===== src/hw/rtl/vpr_pkg.sv =====
// Shared types, widths and codes for the viewport rectangle pipeline.
// No dependencies; all other files but vpr_div import this package.
package vpr_pkg;

   // Field and arithmetic widths
   localparam int FRAC      = 16;                 // fraction bits of an aspect ratio
   localparam int DIM_W     = 12;                 // frame dimension
   localparam int SCR_W     = 13;                 // screen dimension
   localparam int ASPECT_W  = 20;
   localparam int OFF_W     = 8;
   localparam int CSR_W     = 20;
   localparam int CSR_IDX_W = 3;
   localparam int OUT_XY_W  = 14;

   localparam int D_W    = DIM_W + FRAC + 1;      // ratio as a quotient
   localparam int NA_W   = DIM_W + FRAC + 2;      // frame ratio dividend
   localparam int LHS_W  = SCR_W + FRAC;          // W scaled by one
   localparam int BP_W   = DIM_W + D_W;           // h * d
   localparam int RHS_W  = D_W + SCR_W;           // d * H
   localparam int BW_W   = BP_W + 1 - FRAC;       // rounded base width
   localparam int MSC_W  = 14;
   localparam int PROD_W = RHS_W + MSC_W;         // diff * tolerance scale
   localparam int CN_W   = SCR_W + 1;             // integer scale dividend
   localparam int L2N_W  = LHS_W + 2;             // letterbox height dividend
   localparam int L3N_W  = RHS_W + 2;             // letterbox offset dividend
   localparam int RW_W   = 2 * SCR_W;             // raw rectangle size
   localparam int XS_W   = RW_W + 2;              // raw rectangle position

   localparam logic [MSC_W-1:0] MATCH_SCALE = MSC_W'(10000);

   // Scaling modes
   localparam logic [2:0] MODE_NATIVE = 3'd0;
   localparam logic [2:0] MODE_CORE   = 3'd1;
   localparam logic [2:0] MODE_FRAME  = 3'd2;
   localparam logic [2:0] MODE_FULL   = 3'd3;
   localparam logic [2:0] MODE_CROP   = 3'd4;

   // Register indexes
   localparam logic [CSR_IDX_W-1:0] REG_SCREEN_W = 3'd0;
   localparam logic [CSR_IDX_W-1:0] REG_SCREEN_H = 3'd1;
   localparam logic [CSR_IDX_W-1:0] REG_MODE     = 3'd2;
   localparam logic [CSR_IDX_W-1:0] REG_ASPECT   = 3'd3;
   localparam logic [CSR_IDX_W-1:0] REG_HDMI     = 3'd4;
   localparam logic [CSR_IDX_W-1:0] REG_OFFSET_X = 3'd5;
   localparam logic [CSR_IDX_W-1:0] REG_OFFSET_Y = 3'd6;
   localparam logic [CSR_IDX_W-1:0] REG_ROTATION = 3'd7;

   // Decoded configuration; the user keeps it stable while requests are in flight (not enforced)
   typedef struct packed {
      logic [SCR_W-1:0]        scr_w;
      logic [SCR_W-1:0]        scr_h;
      logic [2:0]              mode;
      logic                    use_frame;
      logic [ASPECT_W-1:0]     core;
      logic signed [OFF_W-1:0] offx;
      logic signed [OFF_W-1:0] offy;
      logic                    swap;
   } cfg_type;

   // Frame dimensions after zero fix and swap
   typedef struct packed {
      logic [DIM_W-1:0] w;
      logic [DIM_W-1:0] h;
   } ctx_type;

   // Everything the output stages need besides the quotients
   typedef struct packed {
      logic             fits;
      logic             match;
      logic             pil;
      logic [DIM_W-1:0] w;
      logic [DIM_W-1:0] h;
      logic [SCR_W-1:0] bw;
      logic [SCR_W-1:0] pilw;
      logic [SCR_W-1:0] pilx;
   } fin_type;

   function automatic logic is_int_mode(input logic [2:0] mode);
      return (mode == MODE_NATIVE) || (mode == MODE_CROP);
   endfunction

   function automatic logic signed [OUT_XY_W-1:0] sat_xy(input logic signed [XS_W-1:0] v);
      logic signed [XS_W-1:0] hi;
      logic signed [XS_W-1:0] lo;
      hi = XS_W'(8191);
      lo = -XS_W'(8192);
      if (v > hi) return OUT_XY_W'(8191);
      if (v < lo) return -OUT_XY_W'(8192);
      return v[OUT_XY_W-1:0];
   endfunction

endpackage


===== src/hw/rtl/vpr_out.sv =====
// Mode selection, centering, user offsets, saturation and result register.
// Depends on vpr_pkg; takes the four back-half quotients.
module vpr_out (
   input  logic                               clock,
   input  logic                               reset,
   input  logic                               en,
   input  vpr_pkg::cfg_type                   cfg,
   input  logic                               in_valid,
   input  vpr_pkg::fin_type                   in_side,
   input  logic [vpr_pkg::SCR_W-1:0]          sx_quo,
   input  logic [vpr_pkg::SCR_W-1:0]          sy_quo,
   input  logic [vpr_pkg::SCR_W-1:0]          lh_quo,
   input  logic [vpr_pkg::SCR_W-1:0]          ly_quo,
   output logic                               out_valid,
   output logic signed [vpr_pkg::OUT_XY_W-1:0] out_x,
   output logic signed [vpr_pkg::OUT_XY_W-1:0] out_y,
   output logic [vpr_pkg::SCR_W-1:0]          out_w,
   output logic [vpr_pkg::SCR_W-1:0]          out_h
);
   import vpr_pkg::*;

   logic                   int_m;
   logic [SCR_W-1:0]       s;
   logic [RW_W-1:0]        rw_in;
   logic [RW_W-1:0]        rh_in;
   logic [SCR_W-1:0]       x_in;
   logic [SCR_W-1:0]       y_in;

   logic                   f_valid_ff;
   logic [RW_W-1:0]        f_rw_ff;
   logic [RW_W-1:0]        f_rh_ff;
   logic [SCR_W-1:0]       f_x_ff;
   logic [SCR_W-1:0]       f_y_ff;

   logic signed [XS_W-1:0] xc;
   logic signed [XS_W-1:0] yc;
   logic signed [XS_W-1:0] xt;
   logic signed [XS_W-1:0] yt;
   logic signed [XS_W-1:0] x_base;
   logic signed [XS_W-1:0] y_base;
   logic signed [XS_W-1:0] x_sum;
   logic signed [XS_W-1:0] y_sum;

   logic                          valid_ff;
   logic signed [OUT_XY_W-1:0]    x_ff;
   logic signed [OUT_XY_W-1:0]    y_ff;
   logic [SCR_W-1:0]              w_ff;
   logic [SCR_W-1:0]              h_ff;

   assign int_m = is_int_mode(cfg.mode);
   assign s     = (sx_quo < sy_quo) ? sx_quo : sy_quo;

   // stage F1: rectangle size and box offset by mode
   always_comb begin
      rw_in = RW_W'(cfg.scr_w);
      rh_in = RW_W'(cfg.scr_h);
      x_in  = '0;
      y_in  = '0;
      if (int_m) begin
         if (in_side.fits) begin
            rw_in = RW_W'(in_side.bw) * RW_W'(s);
            rh_in = RW_W'(in_side.h) * RW_W'(s);
         end else begin
            rw_in = RW_W'(in_side.w);
            rh_in = RW_W'(in_side.h);
         end
      end else if (cfg.mode == MODE_FULL || in_side.match) begin
         rw_in = RW_W'(cfg.scr_w);
      end else if (in_side.pil) begin
         rw_in = RW_W'(in_side.pilw);
         x_in  = in_side.pilx;
      end else begin
         rh_in = RW_W'(lh_quo);
         y_in  = ly_quo;
      end
   end

   always_ff @(posedge clock) begin
      if (reset) begin
         f_valid_ff <= 1'b0;
      end else if (en) begin
         f_valid_ff <= in_valid;
      end
   end

   always_ff @(posedge clock) begin
      if (en) begin
         f_rw_ff <= rw_in;
         f_rh_ff <= rh_in;
         f_x_ff  <= x_in;
         f_y_ff  <= y_in;
      end
   end

   // stage F2: center in the integer modes, truncating toward zero, then add the x offset and subtract the y offset
   assign xc = $signed(XS_W'(cfg.scr_w)) - $signed(XS_W'(f_rw_ff));
   assign yc = $signed(XS_W'(cfg.scr_h)) - $signed(XS_W'(f_rh_ff));
   assign xt = xc + $signed({{(XS_W-1){1'b0}}, xc[XS_W-1]});
   assign yt = yc + $signed({{(XS_W-1){1'b0}}, yc[XS_W-1]});

   assign x_base = int_m ? (xt >>> 1) : $signed(XS_W'(f_x_ff));
   assign y_base = int_m ? (yt >>> 1) : $signed(XS_W'(f_y_ff));
   assign x_sum  = x_base + XS_W'(cfg.offx);
   assign y_sum  = y_base - XS_W'(cfg.offy);

   always_ff @(posedge clock) begin
      if (reset) begin
         valid_ff <= 1'b0;
      end else if (en) begin
         valid_ff <= f_valid_ff;
      end
   end

   always_ff @(posedge clock) begin
      if (en) begin
         x_ff <= sat_xy(x_sum);
         y_ff <= sat_xy(y_sum);
         w_ff <= (f_rw_ff > RW_W'(8191)) ? SCR_W'(8191) : SCR_W'(f_rw_ff);
         h_ff <= (f_rh_ff > RW_W'(8191)) ? SCR_W'(8191) : SCR_W'(f_rh_ff);
      end
   end

   assign out_valid = valid_ff;
   assign out_x     = x_ff;
   assign out_y     = y_ff;
   assign out_w     = w_ff;
   assign out_h     = h_ff;

endmodule


===== config.mk =====
export PLATFORM = sky130hd
export DESIGN_NAME = vpr_out
export DESIGN_NICKNAME = d
export VERILOG_FILES = /design/src/hw/rtl/vpr_pkg.sv /design/src/hw/rtl/vpr_out.sv
export SDC_FILE = /design/constraint.sdc
export NUM_CORES = 1
export LEC_CHECK = 0
export ABC_AREA = 1
export ABC_CLOCK_PERIOD_IN_PS = 6630
export BUFFER_PORTS_ARGS = -buffer_cell sky130_fd_sc_hd__buf_2
export CAP_MARGIN = 20
export CORE_AREA = 2 2 241 243
export CTS_BUF_LIST = sky130_fd_sc_hd__clkbuf_8
export DETAILED_ROUTE_END_ITERATION = 8
export DIE_AREA = 0 0 243 245
export PLACE_DENSITY = 0.67
export SLEW_MARGIN = 0
export SYNTH_ARGS = -nofsm -noshare
export SYNTH_HDL_FRONTEND = slang
export SYNTH_SLANG_ARGS = --single-unit

===== constraint.sdc =====
create_clock -name clock -period 6.63 [get_ports clock]
set_clock_uncertainty 0.05 [all_clocks]
set_input_delay 0.9945 -clock clock [delete_from_list [all_inputs] [get_ports clock]]
set_output_delay 0.9945 -clock clock [all_outputs]
set_load 0.02 [all_outputs]

## After elaboration in Yosys (flattened, before gate mapping)

Index checks and enable logic that the tools add are counted.

- Register bits after elaboration: 134
- Bits of input ports: 189
- Output and inout bits: 55
- Word-level logic and storage cells: 62

- Multipliers: 2
- Add/sub/neg operators: 6
- Equal/unequal tests: 2
- Bitwise logic cells: 1
- $lt $le $gt $ge: 7
- Reduce and logical (&&, ||, !) cells: 5
- Multiplexer cells: 29

Operators with widths:

| cell | count |
|---|---|
| 14-bit 2-to-1 mux | 8 |
| 26-bit 2-to-1 mux | 3 |
| 13-bit 2-to-1 mux | 5 |
| 27-bit by 2-bit adder with 28-bit output | 2 |
| 28-bit by 14-bit > comparator with 1-bit output, second input constant | 2 |
| 28-bit by 14-bit < comparator with 1-bit output, second input constant | 2 |
| 28-bit 2-to-1 mux | 2 |
| 13-bit by 26-bit subtractor with 27-bit output | 2 |
| 26-bit by 13-bit > comparator with 1-bit output, second input constant | 2 |
| 28-bit by 8-bit adder with 28-bit output | 1 |
| 28-bit by 8-bit subtractor with 28-bit output | 1 |
| 13-bit by 13-bit multiplier with 26-bit output | 1 |
| 12-bit by 13-bit multiplier with 25-bit output | 1 |
| 25-bit 2-to-1 mux | 1 |
| 13-bit < comparator | 1 |
| 1-bit 2-to-1 mux | 10 |
| 3-bit OR reduction | 2 |
| 3-bit by 2-bit equality test with 1-bit output, second input constant | 1 |
| 3-bit equality test, second input constant | 1 |
| 3-bit zero test | 1 |
| 1-bit logical OR | 2 |
| 1-bit NOT | 1 |

## Logic depth before layout (Yosys ltp)

- Depth after elaboration: 11
- Depth in mapped cells: 41
- Gate-level depth less buffers: 40

## Worst setup path after synthesis

No wires, ideal clock.

- Kind: input to register
- From: in sy_quo[6] (netlist name)
- To: reg f_rw_ff[23], data pin
- Arrival: 6828 ps
- Buffers on the path: 2
- Cell stages on the path: 27
- Setup time: 147 ps
- Path slack: -394 ps
- Cells stage by stage: inv_1 > ha_1 > a21oi_1 > o31ai_1 > a21oi_1 > nand2_2 > buf_2 > o21ai_1 > buf_2 > nor2_1 > fa_1 > inv_1 > fa_1 > inv_1 > fa_1 > fa_1 > inv_1 > fa_1 > inv_1 > ha_1 > a21oi_1 > o21ai_0 > a21oi_1 > nand3_1 > a31o_2 > or2_2 > a21oi_1

- Word-level cells in the longest chain between the ends: 5

RTL lines:

| what | RTL line | source |
|---|---|---|
| from (decl) | vpr_out.sv:11 | `input logic [vpr_pkg::SCR_W-1:0] sy_quo,` |
| 13-bit < comparator | vpr_out.sv:51 | `assign s = (sx_quo < sy_quo) ? sx_quo : sy_quo;` |
| 13-bit 2-to-1 mux * | vpr_out.sv:51 |  |
| 13-bit by 13-bit multiplier with 26-bit output * | vpr_out.sv:61 | `rw_in = RW_W'(in_side.bw) * RW_W'(s);` |
| 26-bit 2-to-1 mux * | vpr_out.sv:60 | `if (in_side.fits) begin` |
| 26-bit 2-to-1 mux * | vpr_out.sv:59 | `if (int_m) begin` |
| to (signal assigned) | vpr_out.sv:88 | `f_rw_ff <= rw_in;` |
| to (decl) | vpr_out.sv:30 | `logic [RW_W-1:0] f_rw_ff;` |

Every way passes the cells marked *; elsewhere a longest branch is shown, timed or not.
A chain may end at the register's enable or synchronous reset.

## Worst setup path after layout

- From: in sx_quo[6] (netlist name)
- To: reg f_rw_ff[23], data pin

- Word-level cells in the longest chain between the ends: 5

RTL lines:

| what | RTL line | source |
|---|---|---|
| from (decl) | vpr_out.sv:10 | `input logic [vpr_pkg::SCR_W-1:0] sx_quo,` |
| 13-bit < comparator | vpr_out.sv:51 |  |
| 13-bit 2-to-1 mux * | vpr_out.sv:51 |  |
| 13-bit by 13-bit multiplier with 26-bit output * | vpr_out.sv:61 |  |
| 26-bit 2-to-1 mux * | vpr_out.sv:60 |  |
| 26-bit 2-to-1 mux * | vpr_out.sv:59 |  |

Marks and branches as above.

==> results.json <==
{
  "synthTopCellsByCount": "nand2_1, inv_1, nor2_1, fa_1, ha_1",
  "nFillCells": 5783,
  "synth-edff-count": 131,
  "synthArstFlopShare": 0,
  "yosys.area.top_type": "fa_1",
  "core_sq_mm": 0.0570,
  "max_clock_freq_mhz": 154,
  "grt.overflow.total": 0,
  "wirelength_um": 76500,
  "cp_slowest_stage_delay_ns": 0.58,
  "hp-class": "flip-flop to flip-flop",
  "path_class": "input port to flip-flop",
  "p_per_area_mw_per_mm2": 623,
  "syn_area_sq_mm": 0.0253,
  "grt_pass1_vias": 23900,
  "hold_buffers": 0,
  "cpMaxStageDelayCell": "fa_1",
  "clkPwrFrac": 0.043,
  "power_leakage_nw": 16.1,
  "grt_max_degree": 80,
  "post-route-min-period_ns": 6.48,
  "worst_ir_drop_vdd_mv": 0.768,
  "cts_made_buffers": 17,
  "pre_cts_slack_ns": -0.581,
  "synthesis.instances": 3786,
  "syn_nets": 4439,
  "arrival_ns": 6.73,
  "final_nets": 4827,
  "rows": 88,
  "fin_ws_ns": 0.147,
  "p_sw_frac": 0.505,
  "finalHoldViolations": 0,
  "period_share": 0.978,
  "cts_root_buf": "clkbuf_8",
  "grt_pass1_wl_um": 121000,
  "drt-vias-per-instance": 5.01,
  "remaining_drc_errors": 0,
  "critPathLaunch": "sx_quo[6]",
  "insertion_delay_ns": 0.49,
  "seq_area_frac_synth": 0.157,
  "cts_tree": "done",
  "post-place-cells": 4908,
  "synth.top_cells.by_area": "fa_1, nand2_1, edfxtp_1, inv_1, ha_1",
  "synth_area_per_cell_sq_um": 6.69,
  "synth_ff_type": "edfxtp_1",
  "fp.dieH_um": 245,
  "tightest_slew_ns": 1.09,
  "synth.most_common_cell": "nand2_1",
  "multiInputGateArea_sq_mm": 0.0188,
  "p_switching_mw": 9.50,
  "portBuffers": 221,
  "area_growth_pct": 18.9,
  "antenna_found_initial": 6,
  "r2r_setup_slack_ns": 0.96,
  "track_usage": 0.255,
  "yosys_warnings": 0,
  "layout-drive-gt1-share": 0.174,
  "firstDrtPassIters": 6,
  "final_cells": 4953,
  "ant_nets": 0,
  "outcome": "completed",
  "path_max_fanout": 6,
  "fin_total_pwr_mw": 18.8,
  "netlist.area_leader.share": 0.186,
  "rsz0062_at_grt": "true",
  "cts_num_sinks": 133,
  "drv_cap": 0,
  "pwr-share-seq": 0.066,
  "clk_path_buf_depth": 2,
  "via_count": 24800,
  "post-route-util": 0.528,
  "internal_power_mw": 9.29,
  "min_from": "f_valid_ff$_SDFFE_PP0P_",
  "r2r-start": "f_rw_ff[5]$_DFFE_PP_",
  "crit_path_end_kind": "flip-flop",
  "dieArea_sq_mm": 0.0595,
  "clk_transition_reported_paths_ns": 0.10,
  "ios": 244,
  "initial_core_util": 0.444,
  "ys_types": 53,
  "ys_ff_latch": 133,
  "dieWidth_um": 243,
  "initialDrtViolationCount": 1516,
  "relSlewSlack": 0.270,
  "htree_levels": 4,
  "gp_congestion": 0.987,
  "critPathRequiredTime_ns": 6.87,
  "p_comb_frac": 0.891,
  "wl_per_cell_um": 15.4,
  "cp-start-kind": "input port",
  "setup-violations-final": 0,
  "regArea_sq_mm": 0.00397,
  "slew_viol_final": 0,
  "dp_hpwl_um": 65100
}
-- critical path, delay by kind of cell --
family,cells,cell delay (ns)
simple gates,4,0.57
buf+inv,6,0.70
compound gates,9,1.49
fa+ha+maj,7,2.97
-- timing repair --
action / 4_1_cts / 5_1_grt
gates cloned: 0 / 1
gates resized for setup: 4 / 117
pin swaps: 1 / 52
endpoints found under the hold margin: 0 / 0
setup endpoints to repair: 5 / 31
setup buffers: 0 / 11
-- per-stage QoR --
| step | hold WS [ns] | setup TNS (ns) | instance area (sq um) |
|---|---|---|---|
| 2_1_floorplan | 0.380 | -0.0400 | 25800 |
| 3_3_place_gp | 0.392 | -11.44 | 29100 |
| 3_5_place_dp | 0.397 | -13.12 | 29100 |
| 4_1_cts | 0.401 | -0.0263 | 29600 |
| 5_1_grt | 0.429 | -0.544 | 30100 |
| 6_report | 0.398 | 0 | 30100 |
-- routing by layer --
layer  routed length (um)  track usage
met2                35500        0.433
met3                 5030       0.0403
met1                33700        0.336
met5                   39            0
met4                 2110       0.0731
-- cell usage in the layout, fill, tap and decap left out, types with 8 or more instances in the layout --
cell type and instances:
nand2_1 1083, inv_1 751, nor2_1 424, fa_1 233
buf_2 220, ha_1 204, buf_4 200, nand3_1 179
a21oi_1 132, edfxtp_1 131, o21ai_0 77, nand4_1 54
nand2_2 46, xor2_1 34, nor2_2 33, a21oi_2 31
inv_2 31, nor3_1 26, ha_4 24, xnor2_1 17
mux2i_1 17, clkbuf_8 17, or2_2 16, buf_6 14
nand3b_1 13, nor2_4 13, nand3_2 12, o22ai_1 10
o21bai_1 10, o21ai_2 9, o21ai_4 9, a31oi_1 9
and2_1 8
-- path summary, 6_finish.rpt --
kind | endpoint | cells past startpoint
max | f_rw_ff[23]$_SDFFCE_PN0P_ | 26
min reg2reg | out_valid$_SDFFE_PP0P_ | 2
min | out_valid$_SDFFE_PP0P_ | 2
max reg2reg | out_x[0]$_SDFFCE_PN1P_ | 37
-- final cells by class --
type                            instances  share of cell area
Antenna cell                            1           0.0000830
Clock buffer                           17             0.00776
Clock inverter                         15             0.00677
Inverter                              792              0.0992
Multi-Input combinational cell       2787               0.625
Sequential cell                       133               0.132
Tap cell                              765              0.0318
Timing Repair Buffer                  443              0.0976
-- power groups by stage --
stage / Combinational (mW) / Sequential [mW] / Clock [mW]
finish: 16.7 / 1.25 / 0.801
global route: 18.8 / 1.26 / 0.842
CTS: 15.4 / 1.24 / 0.815
detailed placement: 15.3 / 1.26 / 0
global placement: 15.1 / 1.26 / 0
floorplan: 9.72 / 1.26 / 0
-- registers in the layout, summed over array words and instances (netlist names) --
| signal | cells |
|---|---|
| f_rh_ff | 25 |
| out_valid | 1 |
| f_x_ff | 13 |
| out_y | 14 |
| f_rw_ff | 26 |
| f_valid_ff | 1 |
| out_x | 14 |
| out_h | 13 |
| out_w | 13 |
| f_y_ff | 13 |
-- cells by family after synthesis --
family                   after synthesis  synth area share
AO/OA/AOI/OAI                        334            0.0728
AND/OR/NAND/NOR                     1920             0.316
adder cells (fa/ha/maj)              464             0.299
XOR/XNOR                              52            0.0183
multiplexers                          17           0.00672
flip-flops                           133             0.157
buffers and inverters                866             0.130
Power figures use the tool's default switching activity.
