### config.mk
export PLATFORM = sky130hd
export DESIGN_NAME = vpr_mid
export DESIGN_NICKNAME = d
export VERILOG_FILES = /design/src/hw/rtl/vpr_pkg.sv /design/src/hw/rtl/vpr_mid.sv
export SDC_FILE = /design/constraint.sdc
export NUM_CORES = 2
export LEC_CHECK = 0
export BUFFER_PORTS_ARGS = -buffer_cell sky130_fd_sc_hd__buf_2
export CORE_MARGIN = 10
export CORE_UTILIZATION = 45
export DETAILED_ROUTE_END_ITERATION = 12
export GPL_ROUTABILITY_DRIVEN = 0
export GPL_TIMING_DRIVEN = 0
export SETUP_SLACK_MARGIN = 0.15
export SLEW_MARGIN = 20
export SYNTH_ARGS = -nofsm -noshare
export SYNTH_HDL_FRONTEND = slang
export SYNTH_SLANG_ARGS = --single-unit
### constraint.sdc
create_clock -name clock -period 8.9 [get_ports clock]
set_input_delay 0.89 -clock clock [delete_from_list [all_inputs] [get_ports clock]]
set_output_delay 0.89 -clock clock [all_outputs]
set_load 0.1 [all_outputs]
### src/hw/rtl/vpr_pkg.sv
// Shared types, widths and codes for the viewport rectangle pipeline.
// No dependencies; all other files but vpr_div import this package.
package vpr_pkg;

   // Field and arithmetic widths
   localparam int FRAC      = 16;                 // fraction bits of an aspect ratio
   localparam int DIM_W     = 12;                 // frame dimension
   localparam int SCR_W     = 13;                 // screen dimension
   localparam int ASPECT_W  = 20;
   localparam int OFF_W     = 8;
   localparam int CSR_W     = 20;
   localparam int CSR_IDX_W = 3;
   localparam int OUT_XY_W  = 14;

   localparam int D_W    = DIM_W + FRAC + 1;      // ratio as a quotient
   localparam int NA_W   = DIM_W + FRAC + 2;      // frame ratio dividend
   localparam int LHS_W  = SCR_W + FRAC;          // W scaled by one
   localparam int BP_W   = DIM_W + D_W;           // h * d
   localparam int RHS_W  = D_W + SCR_W;           // d * H
   localparam int BW_W   = BP_W + 1 - FRAC;       // rounded base width
   localparam int MSC_W  = 14;
   localparam int PROD_W = RHS_W + MSC_W;         // diff * tolerance scale
   localparam int CN_W   = SCR_W + 1;             // integer scale dividend
   localparam int L2N_W  = LHS_W + 2;             // letterbox height dividend
   localparam int L3N_W  = RHS_W + 2;             // letterbox offset dividend
   localparam int RW_W   = 2 * SCR_W;             // raw rectangle size
   localparam int XS_W   = RW_W + 2;              // raw rectangle position

   localparam logic [MSC_W-1:0] MATCH_SCALE = MSC_W'(10000);

   // Scaling modes
   localparam logic [2:0] MODE_NATIVE = 3'd0;
   localparam logic [2:0] MODE_CORE   = 3'd1;
   localparam logic [2:0] MODE_FRAME  = 3'd2;
   localparam logic [2:0] MODE_FULL   = 3'd3;
   localparam logic [2:0] MODE_CROP   = 3'd4;

   // Register indexes
   localparam logic [CSR_IDX_W-1:0] REG_SCREEN_W = 3'd0;
   localparam logic [CSR_IDX_W-1:0] REG_SCREEN_H = 3'd1;
   localparam logic [CSR_IDX_W-1:0] REG_MODE     = 3'd2;
   localparam logic [CSR_IDX_W-1:0] REG_ASPECT   = 3'd3;
   localparam logic [CSR_IDX_W-1:0] REG_HDMI     = 3'd4;
   localparam logic [CSR_IDX_W-1:0] REG_OFFSET_X = 3'd5;
   localparam logic [CSR_IDX_W-1:0] REG_OFFSET_Y = 3'd6;
   localparam logic [CSR_IDX_W-1:0] REG_ROTATION = 3'd7;

   // Decoded configuration; the user keeps it stable while requests are in flight (not enforced)
   typedef struct packed {
      logic [SCR_W-1:0]        scr_w;
      logic [SCR_W-1:0]        scr_h;
      logic [2:0]              mode;
      logic                    use_frame;
      logic [ASPECT_W-1:0]     core;
      logic signed [OFF_W-1:0] offx;
      logic signed [OFF_W-1:0] offy;
      logic                    swap;
   } cfg_type;

   // Frame dimensions after zero fix and swap
   typedef struct packed {
      logic [DIM_W-1:0] w;
      logic [DIM_W-1:0] h;
   } ctx_type;

   // Everything the output stages need besides the quotients
   typedef struct packed {
      logic             fits;
      logic             match;
      logic             pil;
      logic [DIM_W-1:0] w;
      logic [DIM_W-1:0] h;
      logic [SCR_W-1:0] bw;
      logic [SCR_W-1:0] pilw;
      logic [SCR_W-1:0] pilx;
   } fin_type;

   function automatic logic is_int_mode(input logic [2:0] mode);
      return (mode == MODE_NATIVE) || (mode == MODE_CROP);
   endfunction

   function automatic logic signed [OUT_XY_W-1:0] sat_xy(input logic signed [XS_W-1:0] v);
      logic signed [XS_W-1:0] hi;
      logic signed [XS_W-1:0] lo;
      hi = XS_W'(8191);
      lo = -XS_W'(8192);
      if (v > hi) return OUT_XY_W'(8191);
      if (v < lo) return -OUT_XY_W'(8192);
      return v[OUT_XY_W-1:0];
   endfunction

endpackage

### src/hw/rtl/vpr_mid.sv
// Ratio selection, base width, box test and divider operand setup.
// Depends on vpr_pkg; feeds the four parallel dividers of the back half.
module vpr_mid (
   input  logic                        clock,
   input  logic                        reset,
   input  logic                        en,
   input  vpr_pkg::cfg_type            cfg,
   input  logic                        in_valid,
   input  logic [vpr_pkg::D_W-1:0]     in_quo,
   input  vpr_pkg::ctx_type            in_ctx,
   output logic                        out_valid,
   output logic [vpr_pkg::CN_W-1:0]    sx_num,
   output logic [vpr_pkg::SCR_W-1:0]   sx_den,
   output logic [vpr_pkg::CN_W-1:0]    sy_num,
   output logic [vpr_pkg::DIM_W-1:0]   sy_den,
   output logic [vpr_pkg::L2N_W-1:0]   lh_num,
   output logic [vpr_pkg::D_W:0]       lh_den,
   output logic [vpr_pkg::L3N_W-1:0]   ly_num,
   output logic [vpr_pkg::D_W+1:0]     ly_den,
   output vpr_pkg::fin_type            out_side
);
   import vpr_pkg::*;

   logic [LHS_W-1:0] lhs;
   logic [D_W-1:0]   d_sel;
   logic             crop;

   // stage M
   logic             m_valid_ff;
   ctx_type          m_ctx_ff;
   logic [D_W-1:0]   m_d_ff;
   logic [BP_W-1:0]  m_bwp_ff;
   logic [RHS_W-1:0] m_rhs_ff;
   // stage P
   logic             p_valid_ff;
   ctx_type          p_ctx_ff;
   logic [D_W-1:0]   p_d_ff;
   logic [BW_W-1:0]  p_bw_ff;
   logic             p_pil_ff;
   logic [RHS_W-1:0] p_diff_ff;
   logic [SCR_W-1:0] p_pilw_ff;
   logic [BP_W:0]    bw_sum;
   logic [BW_W-1:0]  bw_in;
   logic [RHS_W:0]   pilw_sum;
   // stage Q
   logic             q_valid_ff;
   ctx_type          q_ctx_ff;
   logic [D_W-1:0]   q_d_ff;
   logic [SCR_W-1:0] q_bw_ff;
   logic             q_fits_ff;
   logic             q_pil_ff;
   logic [RHS_W-1:0] q_diff_ff;
   logic [SCR_W-1:0] q_pilw_ff;
   logic [SCR_W-1:0] q_pilx_ff;
   logic [PROD_W-1:0] q_prod_ff;
   logic [RHS_W:0]   pilx_sum;
   logic [PROD_W-1:0] match_lim;

   assign lhs   = LHS_W'(cfg.scr_w) << FRAC;
   assign d_sel = cfg.use_frame ? in_quo : D_W'(cfg.core);
   assign crop  = (cfg.mode == MODE_CROP);

   // stage M: pick the ratio, form h*d and d*H
   always_ff @(posedge clock) begin
      if (reset) begin
         m_valid_ff <= 1'b0;
      end else if (en) begin
         m_valid_ff <= in_valid;
      end
   end

   always_ff @(posedge clock) begin
      if (en) begin
         m_ctx_ff <= in_ctx;
         m_d_ff   <= d_sel;
         m_bwp_ff <= BP_W'(in_ctx.h) * BP_W'(d_sel);
         m_rhs_ff <= RHS_W'(d_sel) * RHS_W'(cfg.scr_h);
      end
   end

   // stage P: round the base width, compare W*one against d*H, form diff and pillarbox width
   assign bw_sum   = (BP_W + 1)'(m_bwp_ff) + (BP_W + 1)'(1 << (FRAC - 1));
   assign bw_in    = BW_W'(bw_sum >> FRAC);
   assign pilw_sum = (RHS_W + 1)'(m_rhs_ff) + (RHS_W + 1)'(1 << (FRAC - 1));

   always_ff @(posedge clock) begin
      if (reset) begin
         p_valid_ff <= 1'b0;
      end else if (en) begin
         p_valid_ff <= m_valid_ff;
      end
   end

   always_ff @(posedge clock) begin
      if (en) begin
         p_ctx_ff  <= m_ctx_ff;
         p_d_ff    <= m_d_ff;
         p_bw_ff   <= (bw_in == '0) ? BW_W'(1) : bw_in;
         p_pil_ff  <= RHS_W'(lhs) > m_rhs_ff;
         p_diff_ff <= (RHS_W'(lhs) > m_rhs_ff) ? RHS_W'(lhs) - m_rhs_ff
                                               : m_rhs_ff - RHS_W'(lhs);
         p_pilw_ff <= SCR_W'(pilw_sum >> FRAC);
      end
   end

   // stage Q: fit test, tolerance product, pillarbox offset
   assign pilx_sum = (RHS_W + 1)'(p_diff_ff) + (RHS_W + 1)'(1 << FRAC);

   always_ff @(posedge clock) begin
      if (reset) begin
         q_valid_ff <= 1'b0;
      end else if (en) begin
         q_valid_ff <= p_valid_ff;
      end
   end

   always_ff @(posedge clock) begin
      if (en) begin
         q_ctx_ff  <= p_ctx_ff;
         q_d_ff    <= p_d_ff;
         q_bw_ff   <= SCR_W'(p_bw_ff);
         q_fits_ff <= (p_bw_ff <= BW_W'(cfg.scr_w)) && (SCR_W'(p_ctx_ff.h) <= cfg.scr_h);
         q_pil_ff  <= p_pil_ff;
         q_diff_ff <= p_diff_ff;
         q_pilw_ff <= p_pilw_ff;
         q_pilx_ff <= SCR_W'(pilx_sum >> (FRAC + 1));
         q_prod_ff <= PROD_W'(p_diff_ff) * PROD_W'(MATCH_SCALE);
      end
   end

   // divider operands and side information
   assign match_lim = PROD_W'(cfg.scr_h) << FRAC;

   assign out_valid = q_valid_ff;
   assign sx_num = crop ? CN_W'(cfg.scr_w) + CN_W'(q_bw_ff) - CN_W'(1) : CN_W'(cfg.scr_w);
   assign sx_den = q_bw_ff;
   assign sy_num = crop ? CN_W'(cfg.scr_h) + CN_W'(q_ctx_ff.h) - CN_W'(1)
                        : CN_W'(cfg.scr_h);
   assign sy_den = q_ctx_ff.h;
   assign lh_num = (L2N_W'(lhs) << 1) + L2N_W'(q_d_ff);
   assign lh_den = (D_W + 1)'(q_d_ff) << 1;
   assign ly_num = (L3N_W'(q_diff_ff) << 1) + (L3N_W'(q_d_ff) << 1);
   assign ly_den = (D_W + 2)'(q_d_ff) << 2;

   always_comb begin
      out_side.fits  = q_fits_ff;
      out_side.match = q_prod_ff < match_lim;
      out_side.pil   = q_pil_ff;
      out_side.w     = q_ctx_ff.w;
      out_side.h     = q_ctx_ff.h;
      out_side.bw    = q_bw_ff;
      out_side.pilw  = q_pilw_ff;
      out_side.pilx  = q_pilx_ff;
   end

endmodule

After elaboration in Yosys (flattened, before gate mapping)
Index checks and enable logic that the tools add are counted.
{"block": "word_totals", "reg_bits": 462, "in_bits": 124}
{"block": "op_classes", "n_mux": 4, "n_addsub": 11, "reduce_logical": 2, "n_lt_le_gt_ge": 4, "n_eq_ne": 1, "mul": 3}
{"cell": "56-bit by 29-bit less-than comparator with 1-bit output", "count": 1}
{"cell": "42-bit by 10-bit multiplier with 52-bit output, second input constant", "count": 1}
{"cell": "43-bit by 30-bit adder with 44-bit output", "count": 1}
{"cell": "41-bit by 16-bit adder with 42-bit output, second input constant", "count": 1}
{"cell": "29-bit by 42-bit greater-than comparator with 1-bit output", "count": 1}
{"cell": "29-bit by 13-bit multiplier with 42-bit output", "count": 1}
{"cell": "42-bit two-way mux", "count": 1}
{"cell": "29-bit by 42-bit subtractor with 42-bit output", "count": 1}
{"cell": "42-bit by 29-bit subtractor with 42-bit output", "count": 1}
{"cell": "12-bit by 29-bit multiplier with 41-bit output", "count": 1}
{"cell": "30-bit by 29-bit adder with 31-bit output", "count": 1}
{"cell": "30-bit by 17-bit adder with 30-bit output, second input constant", "count": 1}
{"cell": "29-bit by 16-bit adder with 29-bit output, second input constant", "count": 1}
{"cell": "29-bit two-way mux", "count": 1}
{"cell": "14-bit two-way mux", "count": 2}
{"cell": "14-bit by 1-bit subtractor with 14-bit output, second input constant", "count": 2}
{"cell": "26-bit by 13-bit <= comparator with 1-bit output", "count": 1}
{"cell": "26-bit zero test", "count": 1}
{"cell": "13-bit by 12-bit adder with 14-bit output", "count": 1}
{"cell": "13-bit by 13-bit adder with 14-bit output", "count": 1}
{"cell": "12-bit by 13-bit <= comparator with 1-bit output", "count": 1}
{"cell": "3-bit equality test, second input constant", "count": 1}
{"cell": "1-bit logical AND", "count": 1}

Logic depth before layout (Yosys ltp)
{"block": "logic_depth", "ltp_word": 3, "mapped_depth": 27, "mapped_depth_nobuf": 24}

Worst setup path after synthesis
No wires, ideal clock.
{"block": "synth_path", "path_type": "input-to-reg", "from": "input cfg[37] (netlist bit)", "to": "register m_rhs_ff[40], data pin", "stages": 25, "arrival_ps": 7229, "setup_time_ps": 273, "setup_slack_ps": 1398, "path_cell_list": "buf_2 -> buf_1 -> mux2_2 -> clkbuf_1 -> and2_1 -> fa_1 -> inv_1 -> fa_1 -> inv_1 -> fa_1 -> fa_1 -> inv_1 -> fa_1 -> inv_1 -> ha_1 -> a21oi_1 -> nor3_1 -> a211oi_1 -> a211oi_1 -> o211ai_1 -> o211ai_1 -> o31a_1 -> o41ai_1 -> mux2i_1 -> o2111ai_1"}
{"block": "synth_between", "elab_chain_cells": 2}
{"element": "from (decl)", "line_no": "vpr_mid.sv:7", "source": "input vpr_pkg::cfg_type cfg,"}
{"element": "29-bit two-way mux", "line_no": "vpr_mid.sv:60", "source": "assign d_sel = cfg.use_frame ? in_quo : D_W'(cfg.core);"}
{"element": "29-bit by 13-bit multiplier with 42-bit output", "line_no": "vpr_mid.sv:77", "source": "m_rhs_ff <= RHS_W'(d_sel) * RHS_W'(cfg.scr_h);"}
{"element": "to (signal assigned)", "line_no": "vpr_mid.sv:77"}
{"element": "to (decl)", "line_no": "vpr_mid.sv:33", "source": "logic [RHS_W-1:0] m_rhs_ff;"}
No other way between the ends.
A chain may end at the register's enable or synchronous reset.

Worst setup path in the final report
{"block": "layout_path", "from": "input cfg[37] (netlist bit)", "to": "register m_bwp_ff[37], data pin"}
{"block": "layout_between", "elab_chain_cells": 2}
{"element": "29-bit two-way mux", "line_no": "vpr_mid.sv:60"}
{"element": "net d_sel[22]", "line_no": "vpr_mid.sv:25", "source": "logic [D_W-1:0] d_sel;"}
{"element": "12-bit by 29-bit multiplier with 41-bit output", "line_no": "vpr_mid.sv:76", "source": "m_bwp_ff <= BP_W'(in_ctx.h) * BP_W'(d_sel);"}
{"element": "to (signal assigned)", "line_no": "vpr_mid.sv:76"}
{"element": "to (decl)", "line_no": "vpr_mid.sv:32", "source": "logic [BP_W-1:0] m_bwp_ff;"}
The timed path passes the listed nets, and every way through them passes these cells.

==> reports/results.tsv <==
stage	metric	value	unit
run_status	status	finished clean	
synth	synth_edf_count	432	
routing	wl_met3	10560	um
sta	post-route-period-util	95.26	%
clock_network	cts_max_level	2	
routing	drc_errors	0	
worst_hold_path	hold_end	p_d_ff[25]$_DFFE_PP_	
sta	relSlewSlack	20.30	%
routing	vias	36530	
synth	synth_flop_cell	edfxtp_1	
place	hpwl	120500	um
critical_path	r2r-start	p_diff_ff[27]$_DFFE_PP_	
critical_path	rrSetupSlack	2.74	ns
critical_path	worstPathMaxFanout	10	
sta	setup_slack	0.4217	ns
global_routing	grt_antenna_before_repair	11	
floorplan	initial_utilization	45.50	%
floorplan	rows	122	
routing	route.met2.wl	70650	um
critical_path	r2r_cells	22	
job	max_cap_viol_count	0	
sta	clock_skew	0.03988	ns
sta	setup_viol	0	
worst_hold_path	hold_start	m_d_ff[25]$_DFFE_PP_	
synth	synth_area_leaders	fa_1, edfxtp_1, ha_1	
routing	viasPerCell	5.161	
critical_path	r2r_end	q_prod_ff[47]$_DFFE_PP_	
clock_network	cts-root-buf	clkbuf_16	
finish	multi_input_comb_area	0.03187	mm^2
worst_hold_path	whs_path_depth	0	
synth	ys_types	84	
critical_path	critPathRequiredTime	9.27	ns
synth	synth_top_cell_by_area	fa_1	
place	numPortBuffers	348	
synth	seq_area_frac_synth	25.81	%
global_routing	track_usage	23.21	%
global_routing	grt_pass1_vias	37820	
clock_network	clkTransAtPathRegs	0.06	ns
critical_path	path_class	in -> reg	
routing	firstDrtPassIters	5	
clock_network	cts_tree	yes	
synth	synth_warnings	0	
floorplan	dieArea	0.1260	mm^2
routing	top_layer	met5	
finish	drive_above_1_share	10.47	%
finish	register_area	0.01303	mm^2
synth	synth.most_common_cell	inv_1	
critical_path	end_kind	flip-flop	
sta	rsz0062_at_grt	false	
sta	fin_crit	8.478	ns
sta	worst_pin_slew	1.195	ns
clock_network	ctsHoldBuffers	0	
floorplan	die_x	355.0	um
global_routing	overflow	0	
finish	stdcell_area	0.05601	mm^2
clock_network	insertion_delay	0.64	ns
sta	final_hold_viol_count	0	
routing	finalWirelength	146700	um
worst_hold_path	hold_path.class	reg -> reg	
clock_network	cts_setup_buffers	0	
critical_path	arrival	8.85	ns
finish	fin_nets	6828	
clock_network	clock_path_buffers	3	
synth	synth_top_area_share	27.08	%
place	dp_slack	-1.099	ns
routing	detail_route.wl_per_cell	20.73	um
synth	async_flop_share	0	%
synth	yosys_register_bits	435	
routing	wl_met1	59340	um
sta	timing.fmax	117.9	MHz
critical_path	start_kind	input port	
synth	synthesis.area	0.05049	mm^2
clock_network	cts_buffers	48	
global_routing	grt_max_degree	105	
routing	drtAntennaViolNets	0	
routing	drt_iter0_markers	2715	
finish	nFillCells	10270	
synth	synthTopCellsByCount	inv_1, fa_1, nand2_1	
synth	synth_cells	5141	
global_routing	grt_first_pass_wirelength	226000	um
sta	maxSlewViolCount	0	
finish	area_growth	10.94	%
place	dpl_cell_area	0.05423	mm^2
clock_network	ctsResizeCount	17	
floorplan	die_h	355.0	um
floorplan	coreArea	0.1110	mm^2
clock_network	cts_num_sinks	435	
synth	avgSynthCellArea	9.821	um^2
floorplan	io_pins	380	
-- stage by stage --
step	utilization [%]	hold slack, ns	setup TNS [ns]	std cells
after floorplan	-	0.4003	0	5144
after global placement	48.75	0.4008	-11.17	6980
after detailed placement	48.87	0.4045	-11.63	6984
after CTS	50.45	0.3761	0	7073
after global routing	50.46	0.3998	0	7074
final	50.47	0.3905	0	7078
-- worst max-delay path, cell delays in order --
cell       delay (ns)
buf_2            0.10
buf_2            0.40
clkbuf_2         0.36
and2_1           0.17
clkbuf_1         0.56
buf_1            0.68
nand2_1          0.18
fa_1             0.53
fa_1             0.51
inv_1            0.05
fa_1             0.49
fa_1             0.50
inv_1            0.05
fa_1             0.49
inv_1            0.05
ha_1             0.34
inv_1            0.10
o21bai_1         0.07
a21oi_1          0.29
o21ai_0          0.18
a221oi_1         0.51
o21a_1           0.25
a21oi_1          0.08
a2111oi_1        0.58
o21ai_0          0.23
o211a_1          0.16
-- layout make-up --
class,instances,share of cell area (%)
multi-input combinational,3295,56.90
sequential,435,23.27
inverter,1162,7.787
timing repair buffer,352,3.324
tap,1488,3.324
buffer,252,2.299
clock buffer,49,2.151
clock inverter,40,0.9203
antenna,5,0.02234
-- worst max-delay path by stage --
stage	start	depth (start not counted)	endpoint
after floorplan	cfg[37]	25	m_rhs_ff[40]$_DFFE_PP_
after global placement	cfg[37]	24	m_bwp_ff[37]$_DFFE_PP_
after detailed placement	cfg[37]	24	m_bwp_ff[37]$_DFFE_PP_
after CTS	cfg[37]	25	m_bwp_ff[37]$_DFFE_PP_
after global routing	cfg[37]	25	m_bwp_ff[37]$_DFFE_PP_
final	cfg[37]	26	m_bwp_ff[37]$_DFFE_PP_
-- cell families (layout without fill, tap and decap cells) --
| logic type | after synthesis | after routing | share of synthesized area (%) |
|---|---|---|---|
| other cells | 1 | 9 | 0.007427 |
| flops | 435 | 435 | 25.81 |
| mux | 29 | 29 | 0.6245 |
| buf+inv | 1414 | 1855 | 11.12 |
| fa+ha+maj | 1158 | 1158 | 38.85 |
| xor+xnor | 230 | 230 | 3.990 |
| simple gates | 1303 | 1303 | 12.27 |
| compound gates | 571 | 571 | 7.323 |
-- cells in the final DEF, fill, tap and decap left out, types with 8 or more instances in the layout --
cell type and instances:
nor2_1 177, and3_1 91, o21ai_0 103, a21boi_0 11, buf_4 77, clkbuf_16 48, nor2b_1 21, clkbuf_2 10
ha_1 475, bufinv_16 9, o21ai_1 9, nor3_1 40, a211oi_1 11, nand2_1 603, and2_1 194, inv_1 1161
a21oi_1 165, mux2_2 17, edfxtp_1 432, xnor2_1 154, o21bai_1 20, clkbuf_1 146, nand4_1 37, or3_1 8
nand2b_1 21, o31ai_1 17, mux2i_1 9, a31oi_1 17, xor2_1 76, clkinv_2 11, buf_2 355, o21a_1 39
nand3_1 50, a21o_1 101, fa_1 683, o41ai_1 10, nor4_1 20
-- flip-flops by register name, summed over array words and instances, names as in the netlist, 26 cells and up --
signal / count
m_d_ff: 29
p_d_ff: 29
p_bw_ff: 26
m_bwp_ff: 26
m_rhs_ff: 42
p_diff_ff: 42
q_d_ff: 29
q_diff_ff: 42
q_prod_ff: 40
-- metal layers --
metal  global-route usage [%]  vias to the layer above
met5                        0                        -
met4                    8.671                        8
met3                    4.042                      268
met2                    39.52                     1273
met1                    29.36                    18020
li1                         -                    16960
Power is left out: the tool's default activity adds up to more than one toggle a clock period on the data nets, which glitch-free logic cannot reach.
